[src/tdfr_pkg.sv]
// Shared types, constants and helper functions of the tagged decimal field receiver.
// Used by tdfr_parse, tdfr_scale and tagged_decimal_field_receiver_core.
`default_nettype none

package tdfr_pkg;

  // Default configuration
  localparam int FIELD_LEN_DEF = 6;
  localparam int CHANNELS_DEF  = 10;

  // Fixed widths of the payload
  localparam int BYTE_W     = 8;
  localparam int CHAN_W     = 4;
  localparam int VALUE_W    = 41;
  localparam int OUT_DATA_W = ((CHAN_W + VALUE_W + 7) / 8) * 8;

  // Fraction resolution: the value is counted in units of 1e-5
  localparam int FRAC_UNITS = 5;
  localparam int FRAC_W     = 3;
  localparam int EXP_W      = 3;
  localparam int SCALE_W    = 20;

  // Character codes
  localparam logic [BYTE_W-1:0] CH_ZERO  = 8'h30;
  localparam logic [BYTE_W-1:0] CH_NINE  = 8'h39;
  localparam logic [BYTE_W-1:0] CH_DOT   = 8'h2e;
  localparam logic [BYTE_W-1:0] CH_PLUS  = 8'h2b;
  localparam logic [BYTE_W-1:0] CH_MINUS = 8'h2d;
  localparam logic [BYTE_W-1:0] CH_SPACE = 8'h20;
  localparam logic [BYTE_W-1:0] CH_TAB   = 8'h09;
  localparam logic [BYTE_W-1:0] CH_CR    = 8'h0d;

  // One finished field, handed from the parser to the scaler
  typedef struct packed {
    logic [CHAN_W-1:0] chan;
    logic              negative;
    logic [EXP_W-1:0]  scale_exp;
  } field_t;

  // Power of ten, evaluated at elaboration only
  function automatic longint pow10(input int n);
    longint p;
    p = 1;
    for (int i = 0; i < n; i++) begin
      p = p * 10;
    end
    return p;
  endfunction

  // Scale factor 10^exp for the runtime exponent range 0..6
  function automatic logic [SCALE_W-1:0] scale_factor(input logic [EXP_W-1:0] e);
    logic [SCALE_W-1:0] f;
    unique case (e)
      3'd0:    f = 20'd1;
      3'd1:    f = 20'd10;
      3'd2:    f = 20'd100;
      3'd3:    f = 20'd1000;
      3'd4:    f = 20'd10000;
      3'd5:    f = 20'd100000;
      3'd6:    f = 20'd1000000;
      default: f = '0;
    endcase
    return f;
  endfunction

endpackage

`default_nettype wire

[src/tagged_decimal_field_receiver_core.sv]
// Top level of the tagged decimal field receiver: input register, parser, scaler.
// Depends on tdfr_pkg, tdfr_parse and tdfr_scale.
//
// Takes one received byte per item on the in_ stream, one item per clock while in_tready
// is high. While waiting, a header byte from 1 to CHANNELS opens a field for channel
// header-1; every other byte is dropped. The next FIELD_LEN bytes are read as an ASCII
// decimal number (leading blanks, optional sign, digits, optional point and up to five
// fraction digits; any other character ends the number, an empty number is zero). After
// the last field byte one result item gives the channel and the value in units of 1e-5,
// two's complement, multiplied by ten for every channel but channel 0. A byte passes
// the input register, the parser (one character per cycle unless its field register is
// held) and the scaler (one multiply) with its result register, which drives out_tvalid;
// one byte per cycle is sustained whenever the out_ side takes results as they come.
`default_nettype none

module tagged_decimal_field_receiver_core #(
  parameter int FIELD_LEN = tdfr_pkg::FIELD_LEN_DEF,
  parameter int CHANNELS  = tdfr_pkg::CHANNELS_DEF
) (
  input  wire logic                               clk,
  input  wire logic                               rst_n,
  // in_tdata: [7:0] rx_byte
  input  wire logic                               in_tvalid,
  output logic                                    in_tready,
  input  wire logic [7:0]                         in_tdata,
  // out_tdata: [3:0] channel, [44:4] value, [47:45] zero
  output logic                                    out_tvalid,
  input  wire logic                               out_tready,
  output logic [tdfr_pkg::OUT_DATA_W-1:0]         out_tdata
);

  localparam int MANT_W = $clog2(tdfr_pkg::pow10(FIELD_LEN));
  localparam int PAD_W  = tdfr_pkg::OUT_DATA_W - tdfr_pkg::CHAN_W - tdfr_pkg::VALUE_W;

  logic                          s1_valid_r;
  logic [tdfr_pkg::BYTE_W-1:0]   s1_byte_r;
  logic                          s1_ready;
  logic                          parse_ready;

  logic                          fld_valid;
  logic                          fld_ready;
  tdfr_pkg::field_t              fld;
  logic [MANT_W-1:0]             fld_mant;

  logic [tdfr_pkg::CHAN_W-1:0]   out_channel;
  logic signed [tdfr_pkg::VALUE_W-1:0] out_value;

  // Input register
  assign s1_ready  = !s1_valid_r || parse_ready;
  assign in_tready = s1_ready;

  always_ff @(posedge clk) begin
    if (!rst_n) begin
      s1_valid_r <= 1'b0;
    end else if (s1_ready) begin
      s1_valid_r <= in_tvalid;
    end
  end

  always_ff @(posedge clk) begin
    if (in_tvalid && s1_ready) begin
      s1_byte_r <= in_tdata;
    end
  end

  tdfr_parse #(
    .FIELD_LEN (FIELD_LEN),
    .CHANNELS  (CHANNELS)
  ) u_parse (
    .clk       (clk),
    .rst_n     (rst_n),
    .in_valid  (s1_valid_r),
    .in_byte   (s1_byte_r),
    .in_ready  (parse_ready),
    .fld_valid (fld_valid),
    .fld_ready (fld_ready),
    .fld       (fld),
    .fld_mant  (fld_mant)
  );

  tdfr_scale #(
    .FIELD_LEN (FIELD_LEN)
  ) u_scale (
    .clk         (clk),
    .rst_n       (rst_n),
    .fld_valid   (fld_valid),
    .fld_ready   (fld_ready),
    .fld         (fld),
    .fld_mant    (fld_mant),
    .out_valid   (out_tvalid),
    .out_ready   (out_tready),
    .out_channel (out_channel),
    .out_value   (out_value)
  );

  // Pack the result item
  assign out_tdata = {{PAD_W{1'b0}}, out_value, out_channel};

endmodule

`default_nettype wire

[src/tdfr_parse.sv]
// Header detection and per-character decimal parser with its field register.
// Depends on tdfr_pkg.
`default_nettype none

module tdfr_parse #(
  parameter int FIELD_LEN = tdfr_pkg::FIELD_LEN_DEF,
  parameter int CHANNELS  = tdfr_pkg::CHANNELS_DEF
) (
  input  wire logic                                           clk,
  input  wire logic                                           rst_n,
  input  wire logic                                           in_valid,
  input  wire logic [tdfr_pkg::BYTE_W-1:0]                    in_byte,
  output logic                                                in_ready,
  output logic                                                fld_valid,
  input  wire logic                                           fld_ready,
  output tdfr_pkg::field_t                                    fld,
  output logic [$clog2(tdfr_pkg::pow10(FIELD_LEN))-1:0]       fld_mant
);

  localparam int MANT_W = $clog2(tdfr_pkg::pow10(FIELD_LEN));
  localparam int CNT_W  = $clog2(FIELD_LEN + 1);
  localparam int FRAC_W = tdfr_pkg::FRAC_W;
  localparam int CHAN_W = tdfr_pkg::CHAN_W;

  // Parse state
  logic [CHAN_W-1:0] mode_r,       mode_nxt;
  logic [CNT_W-1:0]  byte_count_r, byte_count_nxt;
  logic              negative_r,   negative_nxt;
  logic              point_r,      point_nxt;
  logic [FRAC_W-1:0] frac_r,       frac_nxt;
  logic [MANT_W-1:0] mantissa_r,   mantissa_nxt;
  logic              started_r,    started_nxt;
  logic              stopped_r,    stopped_nxt;

  // Field register
  logic              fld_valid_r;
  tdfr_pkg::field_t  fld_r,        fld_nxt;
  logic [MANT_W-1:0] fld_mant_r;

  // Character reading result
  logic              neg_rd, pnt_rd, start_rd, stop_rd;
  logic [FRAC_W-1:0] frac_rd;
  logic [MANT_W-1:0] mant_rd;

  logic              in_fire;
  logic              idle;
  logic              is_header;
  logic              is_digit;
  logic              is_blank;
  logic              done;
  logic [MANT_W+3:0] mant_ext;
  logic [MANT_W+3:0] mant_x10;
  logic [3:0]        digit;
  logic [CHAN_W-1:0] chan;

  assign in_ready  = !fld_valid_r || fld_ready;
  assign in_fire   = in_valid && in_ready;
  assign fld_valid = fld_valid_r;
  assign fld       = fld_r;
  assign fld_mant  = fld_mant_r;

  // Classify the incoming byte
  assign idle      = (mode_r == '0) || (mode_r > CHAN_W'(CHANNELS));
  assign is_header = (in_byte >= 8'd1) && (in_byte <= tdfr_pkg::BYTE_W'(CHANNELS));
  assign is_digit  = (in_byte >= tdfr_pkg::CH_ZERO) && (in_byte <= tdfr_pkg::CH_NINE);
  assign is_blank  = (in_byte == tdfr_pkg::CH_SPACE) ||
                     ((in_byte >= tdfr_pkg::CH_TAB) && (in_byte <= tdfr_pkg::CH_CR));
  assign digit     = 4'(in_byte - tdfr_pkg::CH_ZERO);
  assign done      = (byte_count_r == CNT_W'(FIELD_LEN - 1));
  assign chan      = mode_r - 1'b1;

  // Append one digit: mantissa * 10 + digit
  assign mant_ext  = {4'b0000, mantissa_r};
  assign mant_x10  = (mant_ext << 3) + (mant_ext << 1) + {{MANT_W{1'b0}}, digit};

  // Read one field character
  always_comb begin
    neg_rd   = negative_r;
    pnt_rd   = point_r;
    frac_rd  = frac_r;
    mant_rd  = mantissa_r;
    start_rd = started_r;
    stop_rd  = stopped_r;
    if (!stopped_r) begin
      if (is_digit) begin
        start_rd = 1'b1;
        if (!point_r) begin
          mant_rd = mant_x10[MANT_W-1:0];
        end else if (frac_r < FRAC_W'(tdfr_pkg::FRAC_UNITS)) begin
          frac_rd = frac_r + 1'b1;
          mant_rd = mant_x10[MANT_W-1:0];
        end
      end else if ((in_byte == tdfr_pkg::CH_DOT) && !point_r) begin
        start_rd = 1'b1;
        pnt_rd   = 1'b1;
      end else if (((in_byte == tdfr_pkg::CH_PLUS) || (in_byte == tdfr_pkg::CH_MINUS)) &&
                   !started_r) begin
        start_rd = 1'b1;
        neg_rd   = (in_byte == tdfr_pkg::CH_MINUS);
      end else if (is_blank && !started_r) begin
        // skip leading whitespace
      end else begin
        stop_rd = 1'b1;
      end
    end
  end

  // Next parse state and finished field
  always_comb begin
    mode_nxt       = mode_r;
    byte_count_nxt = byte_count_r + 1'b1;
    negative_nxt   = neg_rd;
    point_nxt      = pnt_rd;
    frac_nxt       = frac_rd;
    mantissa_nxt   = mant_rd;
    started_nxt    = start_rd;
    stopped_nxt    = stop_rd;
    fld_nxt.chan      = chan;
    fld_nxt.negative  = neg_rd;
    fld_nxt.scale_exp = tdfr_pkg::EXP_W'(tdfr_pkg::FRAC_UNITS) - frac_rd +
                        tdfr_pkg::EXP_W'(chan != '0);
    if (idle || done) begin
      mode_nxt       = idle ? (is_header ? in_byte[CHAN_W-1:0] : '0) : '0;
      byte_count_nxt = '0;
      negative_nxt   = 1'b0;
      point_nxt      = 1'b0;
      frac_nxt       = '0;
      mantissa_nxt   = '0;
      started_nxt    = 1'b0;
      stopped_nxt    = 1'b0;
    end
  end

  // Advance parse state on each accepted item
  always_ff @(posedge clk) begin
    if (!rst_n) begin
      mode_r       <= '0;
      byte_count_r <= '0;
      negative_r   <= 1'b0;
      point_r      <= 1'b0;
      frac_r       <= '0;
      mantissa_r   <= '0;
      started_r    <= 1'b0;
      stopped_r    <= 1'b0;
    end else if (in_fire) begin
      mode_r       <= mode_nxt;
      byte_count_r <= byte_count_nxt;
      negative_r   <= negative_nxt;
      point_r      <= point_nxt;
      frac_r       <= frac_nxt;
      mantissa_r   <= mantissa_nxt;
      started_r    <= started_nxt;
      stopped_r    <= stopped_nxt;
    end
  end

  // Hold the finished field until the scaler takes it
  always_ff @(posedge clk) begin
    if (!rst_n) begin
      fld_valid_r <= 1'b0;
    end else if (in_fire) begin
      fld_valid_r <= !idle && done;
    end else if (fld_ready) begin
      fld_valid_r <= 1'b0;
    end
  end

  always_ff @(posedge clk) begin
    if (in_fire && !idle && done) begin
      fld_r      <= fld_nxt;
      fld_mant_r <= mant_rd;
    end
  end

  // Checks
  a_mode_range: assert property (@(posedge clk) disable iff (!rst_n)
    mode_r <= CHAN_W'(CHANNELS))
    else $error("mode beyond channel count");

  a_idle_clear: assert property (@(posedge clk) disable iff (!rst_n)
    (mode_r == '0) |-> ((byte_count_r == '0) && (mantissa_r == '0) && !started_r))
    else $error("field state not cleared while waiting for header");

  a_count_range: assert property (@(posedge clk) disable iff (!rst_n)
    byte_count_r < CNT_W'(FIELD_LEN))
    else $error("byte count reached field length");

  a_field_src: assert property (@(posedge clk) disable iff (!rst_n)
    $rose(fld_valid_r) |-> $past(in_fire && (mode_r != '0)))
    else $error("field produced without a field byte");

endmodule

`default_nettype wire

[src/tdfr_scale.sv]
// Power-of-ten scaling, sign and result register of the receiver.
// Depends on tdfr_pkg.
`default_nettype none

module tdfr_scale #(
  parameter int FIELD_LEN = tdfr_pkg::FIELD_LEN_DEF
) (
  input  wire logic                                      clk,
  input  wire logic                                      rst_n,
  input  wire logic                                      fld_valid,
  output logic                                           fld_ready,
  input  wire tdfr_pkg::field_t                          fld,
  input  wire logic [$clog2(tdfr_pkg::pow10(FIELD_LEN))-1:0] fld_mant,
  output logic                                           out_valid,
  input  wire logic                                      out_ready,
  output logic [tdfr_pkg::CHAN_W-1:0]                    out_channel,
  output logic signed [tdfr_pkg::VALUE_W-1:0]            out_value
);

  localparam int MANT_W  = $clog2(tdfr_pkg::pow10(FIELD_LEN));
  localparam int SCALE_W = tdfr_pkg::SCALE_W;
  localparam int VALUE_W = tdfr_pkg::VALUE_W;
  localparam int PROD_W  = MANT_W + SCALE_W;
  localparam int WIDE_W  = (PROD_W > VALUE_W) ? PROD_W : VALUE_W;

  logic                      out_valid_r;
  logic [tdfr_pkg::CHAN_W-1:0] channel_r;
  logic signed [VALUE_W-1:0] value_r;

  logic [SCALE_W-1:0] scale;
  logic [PROD_W-1:0]  prod;
  logic [WIDE_W-1:0]  prod_wide;
  logic [VALUE_W-1:0] mag;
  logic [VALUE_W-1:0] value_nxt;
  logic               fld_fire;

  assign fld_ready   = !out_valid_r || out_ready;
  assign fld_fire    = fld_valid && fld_ready;
  assign out_valid   = out_valid_r;
  assign out_channel = channel_r;
  assign out_value   = value_r;

  // Scale to units of 1e-5, wrap to the value width, apply sign
  assign scale     = tdfr_pkg::scale_factor(fld.scale_exp);
  assign prod      = {{SCALE_W{1'b0}}, fld_mant} * {{MANT_W{1'b0}}, scale};
  assign prod_wide = WIDE_W'(prod);
  assign mag       = prod_wide[VALUE_W-1:0];
  assign value_nxt = fld.negative ? (~mag + 1'b1) : mag;

  // Hold the result until taken
  always_ff @(posedge clk) begin
    if (!rst_n) begin
      out_valid_r <= 1'b0;
    end else if (fld_ready) begin
      out_valid_r <= fld_valid;
    end
  end

  always_ff @(posedge clk) begin
    if (fld_fire) begin
      channel_r <= fld.chan;
      value_r   <= value_nxt;
    end
  end

endmodule

`default_nettype wire
[config.mk]
export PLATFORM = sky130hd
export DESIGN_NAME = tagged_decimal_field_receiver_core
export DESIGN_NICKNAME = d
export VERILOG_FILES = /design/src/tdfr_pkg.sv /design/src/tagged_decimal_field_receiver_core.sv /design/src/tdfr_parse.sv /design/src/tdfr_scale.sv
export SDC_FILE = /design/constraint.sdc
export NUM_CORES = 1
export LEC_CHECK = 0
export BUFFER_PORTS_ARGS = -buffer_cell sky130_fd_sc_hd__buf_4
export CAP_MARGIN = 10
export CORE_MARGIN = 5
export CORE_UTILIZATION = 53
export DETAILED_ROUTE_END_ITERATION = 8
export HOLD_SLACK_MARGIN = 0.03
export PLACE_DENSITY = 0.8
export REMOVE_ABC_BUFFERS = 1
export SLEW_MARGIN = 20
export SYNTH_ARGS = -nofsm -noshare
export SYNTH_HDL_FRONTEND = slang
export SYNTH_SLANG_ARGS = --single-unit
[constraint.sdc]
create_clock -name clk -period 8.3 [get_ports clk]
set_input_delay 1.66 -clock clk [delete_from_list [all_inputs] [get_ports clk]]
set_output_delay 1.66 -clock clk [all_outputs]
set_load 0.005 [all_outputs]
==> summary.json, run 1 <==
{
  "cells_and_area": {
    "antenna_cells_inserted": 0,
    "final_cell_mix": "sky130_fd_sc_hd__inv_1 (368), sky130_fd_sc_hd__fa_1 (270), sky130_fd_sc_hd__nand2_1 (235)",
    "finish.instance_area_um2": 21700,
    "finalNonFillerCells": 2637,
    "final_layout_fill_cell_count": 2826,
    "mostFrequentLayoutCell": "sky130_fd_sc_hd__inv_1",
    "utilization": 0.612,
    "area.growth.synth_to_final_pct": 14.7,
    "fin_nets": 2663,
    "layout-drive-gt1-share": 0.153
  },
  "clock_tree": {
    "cts.sink_count": 118,
    "clock-root-buffer": "sky130_fd_sc_hd__clkbuf_16",
    "clock_insertion_delay_worst_skew_ns": 0.45,
    "htreeDepth": 4,
    "clkTransAtPathRegs_ns": 0.07,
    "clockBufferDepth": 2,
    "cts_tree": "built",
    "tritoncts.num_buffers": 17
  },
  "power": {
    "power_mw": 1.42,
    "power.ir.vdd_worst_mv": 0.148,
    "p_leak_nw": 10.6,
    "cellPowerDensity_nw_per_um2": 65.4
  },
  "synth": {
    "synth_area_leader_cell": "sky130_fd_sc_hd__fa_1",
    "synth.yosys.seq_area_share": 0.168,
    "syn-mean-instance-area_um2": 9.13,
    "netlist.area_leader.share": 0.291,
    "yosysWarningCount": 0,
    "postSynth.asyncResetShare": 0,
    "synth_cell_types": 78,
    "syn-cell-area_um2": 18900,
    "post_synth_main_area_contributors": "sky130_fd_sc_hd__fa_1 (29%), sky130_fd_sc_hd__ha_1 (14%), sky130_fd_sc_hd__edfxtp_1 (13%), sky130_fd_sc_hd__inv_1 (7.4%), sky130_fd_sc_hd__nand2_1 (4.9%)",
    "synth_seq_cells": 118,
    "synth_cells": 2069,
    "number_of_flops_mapped_to_enable_cells_by_yosys": 81,
    "synth_flop_cell": "sky130_fd_sc_hd__edfxtp_1"
  },
  "place": {
    "gp_congestion": 0.951,
    "placed_cells_incl_taps": 2586,
    "buffer_ports.inserted": 58,
    "dp_hpwl_mm": 38.7,
    "placement.cell_area_um2": 20200
  },
  "setup_path": {
    "critical_path.endpoint_type": "flip-flop",
    "critical_path_required_ns": 8.50,
    "critical_path_arrival_ns": 8.45,
    "worst_setup_path_startpoint": "u_parse.fld[2]",
    "timing.setup.critical_path_class": "reg -> reg",
    "timing.rr.start": "u_parse.fld[2]",
    "reg2reg_to": "u_scale.out_value[39]",
    "r2r_setup_slack_ns": 0.05,
    "r2r.worst_path.cells": 25,
    "critPathLaunchType": "flip-flop",
    "timing.critical_path.fanout_max": 10,
    "critPathCapture": "u_scale.out_value[39]"
  },
  "timing": {
    "fin_worst_skew_ns": 0.0191,
    "fin_crit_sh": 0.995,
    "slew_viol_final": 0,
    "fmax_ghz": 0.121,
    "setup_viol_count_final": 0,
    "tmin_final_ns": 8.25,
    "worst_rel_slew_slack": 0.353,
    "hold_viol_final": 0,
    "tightestPinTransition_ns": 0.969
  },
  "routing": {
    "routed_wire_length_per_instance_um": 19.1,
    "drc": 0,
    "vias": 15300,
    "first_pass_iters": 8,
    "drtIter0Drc": 1358,
    "vias_per_cell": 5.81,
    "routed_wl_mm": 50.4,
    "ant_nets": 0
  },
  "floorplanning": {
    "initial_utilization": 0.534,
    "floorplan.die.width_um": 199,
    "core_region_area_um2": 35400,
    "floorplan.die.height_um": 199,
    "rows": 69,
    "die_area_um2": 39500,
    "ios": 62
  },
  "outcome": {
    "status": "completed"
  },
  "global_route": {
    "grt_usage": 0.248,
    "vias_in_the_first_global_route": 15700,
    "grt_pass1_wl_mm": 78.7,
    "globalRoute.totalOverflow": 0,
    "grt_start_max_net_pins": 46,
    "antenna_violations_before_repair": 0
  },
  "min_path": {
    "holdCritPathClass": "reg -> reg",
    "worstHoldPathCells": 0
  },
  "flow_run": {
    "maxCapViolCount": 0
  }
}
## worst max-delay path: stages (launching register included)
cell and delay, ns:
sky130_fd_sc_hd__edfxtp_1 0.59, sky130_fd_sc_hd__nor2b_4 0.24, sky130_fd_sc_hd__nand2_4 0.12, sky130_fd_sc_hd__nand2_8 0.09, sky130_fd_sc_hd__buf_8 0.15, sky130_fd_sc_hd__and2_1 0.19, sky130_fd_sc_hd__or2_2 0.30, sky130_fd_sc_hd__fa_1 0.51
sky130_fd_sc_hd__inv_1 0.06, sky130_fd_sc_hd__fa_1 0.51, sky130_fd_sc_hd__fa_1 0.53, sky130_fd_sc_hd__inv_1 0.05, sky130_fd_sc_hd__fa_1 0.47, sky130_fd_sc_hd__fa_1 0.52, sky130_fd_sc_hd__fa_1 0.51, sky130_fd_sc_hd__ha_1 0.36
sky130_fd_sc_hd__ha_2 0.39, sky130_fd_sc_hd__nor2_1 0.17, sky130_fd_sc_hd__nor2_1 0.09, sky130_fd_sc_hd__a311oi_2 0.41, sky130_fd_sc_hd__a2111oi_4 0.17, sky130_fd_sc_hd__or3_4 0.39, sky130_fd_sc_hd__a2111oi_4 0.51, sky130_fd_sc_hd__nand4_4 0.19
sky130_fd_sc_hd__o41ai_4 0.39, sky130_fd_sc_hd__xnor2_1 0.11
## flip-flops by register name, summed over array words and instances, names as in the netlist
| signal | count |
|---|---|
| u_scale.out_value | 41 |
| u_parse.fld_mant | 20 |
| u_parse.mantissa_r | 20 |
| s1_byte_r | 8 |
| u_parse.fld | 8 |
| u_parse.mode_r | 4 |
| u_scale.out_channel | 4 |
| u_parse.byte_count_r | 3 |
| u_parse.frac_r | 3 |
| s1_valid_r | 1 |
| u_parse.fld_valid | 1 |
| u_parse.negative_r | 1 |
| u_parse.point_r | 1 |
| u_parse.started_r | 1 |
| u_parse.stopped_r | 1 |
| u_scale.out_valid | 1 |
## cells in the mapped netlist (all sizes together), types with 6 or more instances
| library cell | n |
|---|---|
| inv | 371 |
| a2111oi | 6 |
| xor2 | 31 |
| nand3 | 18 |
| and3 | 21 |
| a211oi | 6 |
| or3 | 11 |
| nor2b | 7 |
| mux2 | 7 |
| ha | 213 |
| o21ai | 87 |
| o41ai | 6 |
| dfxtp | 37 |
| fa | 275 |
| o21bai | 7 |
| nand4 | 8 |
| nor2 | 102 |
| a21oi | 72 |
| nor4 | 6 |
| nand2b | 15 |
| nor3 | 21 |
| nand3b | 6 |
| a22oi | 17 |
| xnor2 | 64 |
| edfxtp | 81 |
| o211ai | 11 |
| o31ai | 10 |
| a21o | 25 |
| clkbuf | 75 |
| or2 | 15 |
| and2 | 117 |
| o21a | 10 |
| nand2 | 247 |
## cells by family after synthesis
kind of cell             synth area share
AND/OR/NAND/NOR                     0.157
buffers and inverters              0.0906
XOR/XNOR                           0.0440
other                            0.000198
adder cells (fa/ha/maj)             0.432
flip-flops                          0.168
multiplexers                      0.00523
AO/OA/AOI/OAI                       0.102
## layout make-up
type	count	area (µm²)	area share
Clock inverter	15	149	0.00687
Multi-Input combinational cell	1501	14700	0.680
Inverter	372	1400	0.0644
Sequential cell	118	3170	0.146
Clock buffer	17	425	0.0196
Tap cell	461	577	0.0266
Timing Repair Buffer	153	1210	0.0560
## per-layer routing
layer,wire length (µm),track usage
met3,3540,0.0395
met4,1960,0.0907
met1,19800,0.323
met2,25100,0.419
met5,0,0
## how the worst min path moves through the flow
| stage | startpoint | to | slack (ns) |
|---|---|---|---|
| 2_1_floorplan | u_parse.fld[4] | u_scale.out_channel[0] | 0.40 |
| 3_3_place_gp | u_parse.fld[4] | u_scale.out_channel[0] | 0.44 |
| 3_5_place_dp | u_parse.fld[4] | u_scale.out_channel[0] | 0.41 |
| 4_1_cts | u_parse.fld[4] | u_scale.out_channel[0] | 0.44 |
| 5_1_grt | u_parse.fld[4] | u_scale.out_channel[0] | 0.45 |
| 6_report | u_parse.fld[4] | u_scale.out_channel[0] | 0.45 |
## repair_timing
item / in CTS / in global routing
buffers inserted: 0 / 19
gates resized for setup: 11 / 160
gates cloned: 0 / 0
pin swaps: 2 / 68
hold buffers: 0 / 0
endpoints found under the hold margin: 0 / 0
setup endpoints to repair: 12 / 22
## report_power, final
| group | internal (mW) | switching [mW] |
|---|---|---|
| clock network | 0.400 | 0.360 |
| registers | 0.626 | 0.00719 |
| logic | 0.00946 | 0.0163 |
## per-stage QoR
| stage | TNS [ns] | worst slack (ns) | hold WS (ns) |
|---|---|---|---|
| 5_1_grt | -1.18 | -0.169 | 0.454 |
| 4_1_cts | 0 | 0.00181 | 0.444 |
| 6_report | 0 | 0.0455 | 0.446 |
| 2_1_floorplan | -0.649 | -0.201 | 0.400 |
| 3_5_place_dp | -0.876 | -0.213 | 0.412 |
| 3_3_place_gp | -0.0555 | -0.0548 | 0.439 |
No activity file was read; power rests on OpenSTA's default activity.
==> inputs of run 2 (changes only) <==
- BUFFER_PORTS_ARGS: -buffer_cell sky130_fd_sc_hd__buf_4 -> not set
- DONT_BUFFER_PORTS: not set -> 1
- PLACE_DENSITY: 0.8 -> 0.79
==> summary.json, run 2 (synthesis results as in run 1) <==
{
  "outcome": {
    "status": {"value": "completed", "change": "unchanged"}
  },
  "clock_tree": {
    "clkTransAtPathRegs": {"value": 0.06, "unit": "ns", "change": "was 0.07 ns"},
    "clockBufferDepth": {"value": 2, "change": "unchanged"},
    "tritoncts.num_buffers": {"value": 17, "change": "unchanged"},
    "htreeDepth": {"value": 4, "change": "unchanged"},
    "cts.hold.buffers_added": {"value": 0, "change": "unchanged"},
    "clock_insertion_delay_worst_skew": {"value": 0.44, "unit": "ns", "change": "was 0.45 ns"},
    "cts_tree": {"value": "built", "change": "unchanged"},
    "clock-root-buffer": {"value": "sky130_fd_sc_hd__clkbuf_16", "change": "unchanged"},
    "cts.sink_count": {"value": 118, "change": "unchanged"}
  },
  "power": {
    "p_leak": {"value": 10.3, "unit": "nW", "change": "was 10.6 nW"},
    "cellPowerDensity": {"value": 68.2, "unit": "nW/µm²", "change": "was 65.4 nW/µm²"},
    "power.ir.vdd_worst": {"value": 0.146, "unit": "mV", "change": "was 0.148 mV"}
  },
  "floorplanning": {
    "die_area": {"value": 39500, "unit": "µm²", "change": "unchanged"},
    "initial_utilization": {"value": 0.534, "change": "unchanged"},
    "core_region_area": {"value": 35400, "unit": "µm²", "change": "unchanged"},
    "ios": {"value": 62, "change": "unchanged"},
    "floorplan.die.width": {"value": 199, "unit": "µm", "change": "unchanged"},
    "floorplan.die.height": {"value": 199, "unit": "µm", "change": "unchanged"},
    "rows": {"value": 69, "change": "unchanged"}
  },
  "global_route": {
    "grt_pass1_wl": {"value": 77.6, "unit": "mm", "change": "was 78.7 mm"},
    "grt_start_max_net_pins": {"value": 46, "change": "unchanged"},
    "grt_usage": {"value": 0.246, "change": "was 0.248"},
    "vias_in_the_first_global_route": {"value": 15200, "change": "was 15700"},
    "globalRoute.totalOverflow": {"value": 0, "change": "unchanged"},
    "antenna_violations_before_repair": {"value": 1, "change": "was 0"}
  },
  "timing": {
    "worst_rel_slew_slack": {"value": 0.347, "change": "was 0.353"},
    "slew_viol_final": {"value": 0, "change": "unchanged"},
    "holdWs": {"value": 0.426, "unit": "ns", "change": "was 0.446 ns"},
    "layout_setup_ws": {"value": 0.0641, "unit": "ns", "change": "was 0.0455 ns"},
    "hold_viol_final": {"value": 0, "change": "unchanged"},
    "tightestPinTransition": {"value": 0.977, "unit": "ns", "change": "was 0.969 ns"},
    "fin_worst_skew": {"value": 0.0166, "unit": "ns", "change": "was 0.0191 ns"},
    "setup_viol_count_final": {"value": 0, "change": "unchanged"},
    "tmin_final": {"value": 8.24, "unit": "ns", "change": "was 8.25 ns"},
    "fmax": {"value": 0.121, "unit": "GHz", "change": "about the same"},
    "fin_crit_sh": {"value": 0.992, "change": "was 0.995"}
  },
  "cells_and_area": {
    "final_cell_mix": {"value": "sky130_fd_sc_hd__inv_1 (368), sky130_fd_sc_hd__fa_1 (272), sky130_fd_sc_hd__nand2_1 (241)", "change": "was sky130_fd_sc_hd__inv_1 (368), sky130_fd_sc_hd__fa_1 (270), sky130_fd_sc_hd__nand2_1 (235)"},
    "fin_nets": {"value": 2611, "change": "was 2663"},
    "final_layout_fill_cell_count": {"value": 2908, "change": "was 2826"},
    "finalNonFillerCells": {"value": 2585, "change": "was 2637"},
    "antenna_cells_inserted": {"value": 0, "change": "unchanged"},
    "largest_reg_flops": {"value": 41, "change": "unchanged"},
    "layout-drive-gt1-share": {"value": 0.121, "change": "was 0.153"},
    "mostFrequentLayoutCell": {"value": "sky130_fd_sc_hd__inv_1", "change": "unchanged"},
    "ff_latch_area": {"value": 3170, "unit": "µm²", "change": "unchanged"},
    "area.growth.synth_to_final": {"value": 11.6, "unit": "%", "change": "was 14.7%"},
    "multi_input_logic_area": {"value": 14500, "unit": "µm²", "change": "was 14700 µm²"}
  },
  "setup_path": {
    "critical_path.most_common_cell": {"value": "sky130_fd_sc_hd__fa_1", "change": "unchanged"},
    "timing.setup.critical_path_class": {"value": "reg -> reg", "change": "unchanged"},
    "critPathLaunchType": {"value": "flip-flop", "change": "unchanged"},
    "critical_path.endpoint_type": {"value": "flip-flop", "change": "unchanged"},
    "path_delay_family": {"value": "adder cells", "change": "unchanged"},
    "timing.critical_path.buf_inv": {"value": 4, "change": "was 3"},
    "timing.critical_path.fanout_max": {"value": 12, "change": "was 10"},
    "critical_path_arrival": {"value": 8.42, "unit": "ns", "change": "was 8.45 ns"},
    "critPathSlowestCell": {"value": "sky130_fd_sc_hd__fa_1", "change": "was sky130_fd_sc_hd__edfxtp_1"},
    "cpPeakStageDelay": {"value": 0.52, "unit": "ns", "change": "was 0.59 ns"},
    "r2r_setup_slack": {"value": 0.06, "unit": "ns", "change": "was 0.05 ns"},
    "critical_path_required": {"value": 8.48, "unit": "ns", "change": "was 8.50 ns"}
  },
  "routing": {
    "vias": {"value": 15000, "change": "was 15300"},
    "routed_wl": {"value": 49.6, "unit": "mm", "change": "was 50.4 mm"},
    "first_pass_iters": {"value": 8, "change": "unchanged"},
    "ant_nets": {"value": 0, "change": "unchanged"},
    "routed_wire_length_per_instance": {"value": 19.2, "unit": "µm", "change": "was 19.1 µm"},
    "drc": {"value": 0, "change": "unchanged"},
    "vias_per_cell": {"value": 5.80, "change": "was 5.81"},
    "drtIter0Drc": {"value": 1247, "change": "was 1358"}
  },
  "place": {
    "gp_congestion": {"value": 0.946, "change": "was 0.951"},
    "buffer_ports.inserted": {"value": 0, "change": "was 58"},
    "post-place-ws": {"value": -0.152, "unit": "ns", "change": "was -0.213 ns"},
    "dp_hpwl": {"value": 38.5, "unit": "mm", "change": "was 38.7 mm"},
    "placed_cells_incl_taps": {"value": 2529, "change": "was 2586"}
  },
  "flow_run": {
    "maxCapViolCount": {"value": 0, "change": "unchanged"}
  },
  "min_path": {
    "holdCritPathClass": {"value": "reg -> reg", "change": "unchanged"}
  }
}
## run 2: path summary, 6_finish.rpt
kind	cells past startpoint	from	endpoint
max	27	u_parse.fld[1]	u_scale.out_value[38]
min	0	u_parse.fld[4]	u_scale.out_channel[0]
max reg2reg	27	u_parse.fld[1]	u_scale.out_value[38]
min reg2reg	0	u_parse.fld[4]	u_scale.out_channel[0]
## run 2: repair_timing
| action | 4_1_cts | 5_1_grt |
|---|---|---|
| buffers inserted | 1 | 22 |
| cloned | 0 | 1 |
| resized for setup | 11 | 112 |
| pin swaps | 1 | 36 |
| endpoints found under the setup margin | 9 | 22 |
## run 2: worst reg2reg max path: cells and delay by family, from the launching register on
kind            cells  cell delay (ns)
compound gates      4             1.28
buf+inv             4             0.42
xor+xnor            2             0.31
fa+ha+maj           8             3.77
simple gates        9             1.73
flops               1             0.47
## run 2: power breakdown
group | switching, mW | leakage [nW] | internal (mW)
Clock | 0.328 | 0.304 | 0.456
Sequential | 0.00680 | 1.06 | 0.626
Combinational | 0.0156 | 8.97 | 0.00636
## run 2: layer usage
layer / wire length [µm] / track usage
met5: 17 / 0
met4: 2110 / 0.0952
met3: 3790 / 0.0518
met2: 24300 / 0.416
met1: 19400 / 0.313
## run 2: stage by stage
stage                     total power [mW]  area (µm²)  setup TNS, ns   util
final                                 1.44       21100              0  0.596
after global routing                  1.47       21100         -0.241  0.596
after CTS                             1.44       20500              0  0.578
after detailed placement             0.666       19800         -0.308  0.559
after global placement               0.665       19800              0  0.559
after floorplan                      0.659       18600         -0.649      -
## run 2: final cells by class
| cell class | count | area share |
|---|---|---|
| repair buffers | 101 | 0.0405 |
| well taps | 461 | 0.0273 |
| inverters | 372 | 0.0662 |
| clock buffers | 22 | 0.0250 |
| multi-input cells | 1501 | 0.687 |
| flip-flops and latches | 118 | 0.150 |
| clock inverters | 10 | 0.00356 |
